<file path="src/hdl/tsoe_pkg.sv">
// Shared types and constants for the tick signal order engine.
// No dependencies.
`timescale 1ns / 1ps

package tsoe_pkg;

  localparam int PRICE_BITS = 20;
  localparam int INST_W     = 4;
  localparam int INST_CNT   = 16;
  localparam int CNT_W      = 32;
  localparam int OFFS_W     = 10;
  localparam int BAND_W     = 7;
  localparam int MINH_W     = 5;

  localparam logic [PRICE_BITS-1:0] PRICE_MAX = '1;
  localparam logic [CNT_W-1:0]      CNT_MAX   = '1;

  localparam int CFG_AW = 5;
  localparam int CFG_DW = 32;

  localparam logic [PRICE_BITS-1:0] LOW_RST  = 20'd10500;
  localparam logic [PRICE_BITS-1:0] HIGH_RST = 20'd19500;
  localparam logic [BAND_W-1:0]     BAND_RST = 7'd2;
  localparam logic [MINH_W-1:0]     MINH_RST = 5'd5;
  localparam logic [OFFS_W-1:0]     OFFS_RST = 10'd1;

  localparam int IN_DATA_W  = 24;
  localparam int OUT_DATA_W = 128;

  // shared multiplier operand widths
  localparam int MUL_A_W = 24;
  localparam int MUL_B_W = 8;
  localparam int MUL_P_W = MUL_A_W + MUL_B_W;

  localparam logic [MUL_B_W-1:0] PCT_SCALE = 8'd100;

  typedef struct packed {
    logic               en;
    logic [MUL_A_W-1:0] a;
    logic [MUL_B_W-1:0] b;
  } mul_req_t;

  typedef enum logic [3:0] {
    ST_IDLE,
    ST_RD_OLD,
    ST_RD_P2,
    ST_RD_P3,
    ST_UPDATE,
    ST_MUL_PN,
    ST_MUL_LHS,
    ST_MUL_LO,
    ST_MUL_HI,
    ST_FINISH
  } state_t;

  typedef enum logic [2:0] {
    REG_LOW  = 3'd0,
    REG_HIGH = 3'd1,
    REG_BAND = 3'd2,
    REG_MINH = 3'd3,
    REG_OFFS = 3'd4
  } cfg_reg_t;

endpackage

</file>
<file path="src/hdl/tsoe_mul.sv">
// Shared registered multiplier for the tick signal order engine.
// Depends on tsoe_pkg.
`timescale 1ns / 1ps

module tsoe_mul (
  input  logic                      clk,
  input  tsoe_pkg::mul_req_t        req,
  output logic [tsoe_pkg::MUL_P_W-1:0] prod
);

  logic [tsoe_pkg::MUL_P_W-1:0] prod_r;
  logic [tsoe_pkg::MUL_P_W-1:0] prod_nxt;

  assign prod_nxt = tsoe_pkg::MUL_P_W'(req.a) * tsoe_pkg::MUL_P_W'(req.b);

  always_ff @(posedge clk) begin
    if (req.en) begin
      prod_r <= prod_nxt;
    end
  end

  assign prod = prod_r;

endmodule

</file>
<file path="config.mk">
export PLATFORM = sky130hd
export DESIGN_NAME = tsoe_mul
export DESIGN_NICKNAME = d
export VERILOG_FILES = /design/src/hdl/tsoe_pkg.sv /design/src/hdl/tsoe_mul.sv
export SDC_FILE = /design/constraint.sdc
export NUM_CORES = 1
export LEC_CHECK = 0
export BUFFER_PORTS_ARGS = -buffer_cell sky130_fd_sc_hd__buf_2
export CAP_MARGIN = 40
export CELL_PAD_IN_SITES_DETAIL_PLACEMENT = 1
export CELL_PAD_IN_SITES_GLOBAL_PLACEMENT = 1
export CORE_MARGIN = 5
export CORE_UTILIZATION = 52
export CTS_BUF_LIST = sky130_fd_sc_hd__clkbuf_4 sky130_fd_sc_hd__clkbuf_8 sky130_fd_sc_hd__clkbuf_16
export DETAILED_ROUTE_END_ITERATION = 10
export PLACE_DENSITY_LB_ADDON = 0.1
export SETUP_SLACK_MARGIN = 0.15
export SYNTH_ARGS = -nofsm -noshare
export SYNTH_HDL_FRONTEND = slang
export SYNTH_SLANG_ARGS = --single-unit
</file>
<file path="constraint.sdc">
create_clock -name clk -period 10.44 [get_ports clk]
set_input_delay 1.566 -clock clk [delete_from_list [all_inputs] [get_ports clk]]
set_output_delay 1.566 -clock clk [all_outputs]
set_load 0.01 [all_outputs]
</file>
# == Word-level counts from Yosys, hierarchy flattened ==
# Index checks and enable logic that the tools add are counted.
# word_totals
elab_cells,2
mem_bits_rw,0
n_memories,0
latch_bits,0
output_inout_bits,32
regBits,32
rom_bits,0
# op_classes
mul,1
n_reduce_logical,0
shifts,0
muxes,0
bitwise_logic,0
add_sub_neg,0
div,0
eq_ne,0
n_lt_le_gt_ge,0
# op_table
cell,n
24-bit by 8-bit multiplier with 32-bit output,1

# == Depth between registers and ports, before layout ==
# logic_depth
ltp_word,1
depth_mapped,18

# == Least setup slack after synthesis ==
# OpenSTA, ideal clock, no wires.
# synth_path
kind,input to register
start,input port req[3] (netlist name)
end,"register prod_r (netlist bit prod[20]), data pin"
path_slack_ps,4782
t_arrival_ps,5403
stages,15
t_required_ps,10185
path_cell_list,clkbuf_1 -> and2_1 -> fa_1 -> fa_1 -> fa_1 -> inv_1 -> fa_1 -> inv_1 -> ha_1 -> a21oi_2 -> o21bai_1 -> a21oi_4 -> o21ai_4 -> or4_1 -> and3_1
# synth_via
elab_chain_len,1
# synth_rtl
item,line,source
start: declaration,tsoe_mul.sv:7,"input tsoe_pkg::mul_req_t req,"
24-bit by 8-bit multiplier with 32-bit output,tsoe_mul.sv:14,assign prod_nxt = tsoe_pkg::MUL_P_W'(req.a) * tsoe_pkg::MUL_P_W'(req.b);
"via prod_nxt, one bit",tsoe_mul.sv:12,logic [tsoe_pkg::MUL_P_W-1:0] prod_nxt;
end signal: assignment,tsoe_mul.sv:18,prod_r <= prod_nxt;
end: declaration,tsoe_mul.sv:11,logic [tsoe_pkg::MUL_P_W-1:0] prod_r;
# The timed path passes the listed nets, and every way through them passes these cells.
# A chain may end at the register's enable or synchronous reset.

# == Final worst setup path ==
# Same ends and word-level chain as after synthesis.

==> out/qor.txt <==
Iter 0 DRT Violations - 379
post-DP HPWL - 15,900 um
share of cells above drive strength 1 - 10.3%
grt ovf - 0
Final ANT Viol Nets - 0
max_cap viols - 0
post-cts resize count - 0
cell row count - 43
RSZ-0062 raised after global routing - false
first-pass GRT wire length - 32,600 um
vias per std cell - 5.54
Synth top area share - 36.5%
Setup crit start kind - primary input
Worst-path clk slew - 0.05 ns
die width - 128 um
area leader, netlist - fa_1
VDD IR max - 0.0953 mV
max reg flops - 32
Mapped Nets - 998
WHS Endpoint - prod[0]
synth-to-layout area growth - 7.75%
post-synthesis sequential area ratio - 13.3%
period utilization - 57.2%
Post-Route WL - 19,300 um
io pins - 66
DRT Pass-1 Iters - 5
hold-fix buffers at CTS - 0
n_diodes - 0
Worst EP arrival - 5.99 ns
largest net degree at the start of global routing - 33
CTS sink cnt - 32
clk root buf - clkbuf_16
Mapped Area - 0.00723 sq mm
worst hold stages - 2
DR vias - 5,555
Warnings, synthesis - 0
initial antenna violation count - 0
Synth area leaders - fa_1 (37%), edfxtp_1 (13%), and2_1 (13%)
core region area - 0.0138 sq mm
CTS tree - built
number of register bits inferred by synthesis - 32
vias in the first global route - 6,139
hold wc startpoint - req[8]
IO Port Bufs - 65
HP Class - in -> reg
die area - 0.0164 sq mm
worst-path maximum fanout - 24
number of distinct library cells after synthesis - 56
crit end category - register
Final Hold Vio Count - 0
Final min period - 5.97 ns
status - complete, no violations
Max Slew Vio Count - 0
H-tree depth reported by CTS - 2
setup TNS - 0 ns
register area - 961 sq um
Clock Path Buffers - 2
Inserted Clock Buffers - 5
WHS - 1.75 ns
pwr dens - 277 mW/mm^2
height of the die - 128 um
Fill cells - 1,613
final net count - 1,040
Final setup viols - 0
Post CTS Setup Buffer Count - 0
Worst EP required - 10.46 ns
Total GRT Usage - 25.0%
gpl congestion - 0.864
cells after synthesis - 780
worst setup path category - in -> reg
worst slew pin tran - 0.703 ns
leakage - 3.74 nW
initial core utilization - 52.5%
# DRC - 0
Multi-input gate area - 0.00567 sq mm
Rel. slew slack - 53.1%
wire length per cell - 19.3 um
syn avg cell area - 9.27 sq um
Max Freq - 0.167 GHz
## synth_stat cells (all sizes together)
cell type,instances
xor2,7
xnor2,16
nor3b,2
nand4,10
nor2b,2
a211oi,4
a221oi,1
fa,132
buf,11
o31a,1
a31oi,3
nand3b,2
nor3,9
o22ai,1
or4,2
o21ai,24
and3,3
a41oi,1
edfxtp,32
o31ai,3
nand2b,1
ha,52
and2,149
nand2,74
a21o,2
nand3,8
mux2,1
inv,126
o21bai,2
a21boi,2
and4,3
a21oi,36
o221ai,1
a32oi,2
clkbuf,19
o21a,3
nor4,1
o211ai,2
nor2,29
or3,1
## how the worst max path moves through the flow
stage / startpoint / slack [ns] / endpoint
after floorplan: req[3] / 4.78 / prod[20]
after global placement: req[2] / 4.44 / prod[20]
after detailed placement: req[2] / 4.28 / prod[20]
after CTS: req[3] / 4.52 / prod[20]
after global routing: req[2] / 4.27 / prod[20]
final: req[3] / 4.47 / prod[20]
## power by group
group          internal [mW]  switching (mW)  total (mW)
Clock                 0.0925          0.0461       0.139
Sequential             0.273          0.0125       0.285
Combinational          0.658            1.08        1.74
## critical path, stage by stage
cell and delay (ns):
buf_2 0.34, and2_1 0.22, fa_1 0.45, fa_1 0.49
fa_1 0.52, inv_1 0.05, fa_1 0.53, inv_1 0.06
ha_1 0.40, a21oi_1 0.34, o21ai_1 0.23, or4_1 0.45
nand3_1 0.08, a31oi_1 0.04, and3_1 0.21
## per-stage QoR
step | util, % | setup slack (ns) | std cells | cell area, sq um | total power [mW]
3_5_place_dp | 55.6 | 4.28 | 995 | 7650 | 2.00
5_1_grt | 56.6 | 4.27 | 1003 | 7790 | 2.38
4_1_cts | 56.6 | 4.52 | 1003 | 7790 | 2.16
2_1_floorplan | - | 4.78 | 780 | 7230 | 1.55
6_report | 56.6 | 4.47 | 1003 | 7790 | 2.16
3_3_place_gp | 55.6 | 4.44 | 995 | 7650 | 1.92
## cells in the final DEF, fill, tap and decap left out, types with 5 or more instances in the layout
cell type	Yosys	layout
ha_1	52	52
fa_1	132	132
nand2_1	73	73
o21ai_1	7	7
and2_1	148	148
edfxtp_1	32	32
nor3_1	9	9
buf_2	8	65
a21oi_1	34	34
xnor2_1	16	16
o21ai_0	15	15
clkbuf_16	0	5
nand3_1	7	7
inv_1	126	126
xor2_1	7	7
nor2_1	29	29
nand4_1	10	10
## layout make-up
cell class / count / share of cell area [%]
sequential: 32 / 12.3
inverter: 126 / 6.07
tap: 180 / 2.89
clock inverter: 1 / 0.0482
multi-input combinational: 592 / 72.7
clock buffer: 7 / 1.80
timing repair buffer: 65 / 4.17
## logic make-up (layout without fill, tap and decap cells)
group / count (synthesis) / after routing / synth area share [%]
xor+xnor: 23 / 23 / 2.78
buf+inv: 156 / 199 / 8.39
flops: 32 / 32 / 13.3
mux: 1 / 1 / 0.156
simple gates: 296 / 296 / 22.2
fa+ha+maj: 184 / 184 / 45.5
compound gates: 88 / 88 / 7.66
## per-layer routing
layer	up-vias	routed length (um)	track usage (%)	share of wire, %
li1	2542	-	-	-
met1	2840	8920	36.8	46
met2	157	9140	40.9	47
met3	16	1010	1.08	5.2
met4	0	253	6.18	1.3
met5	-	0	0	0
(Power assumes the default switching activity.)
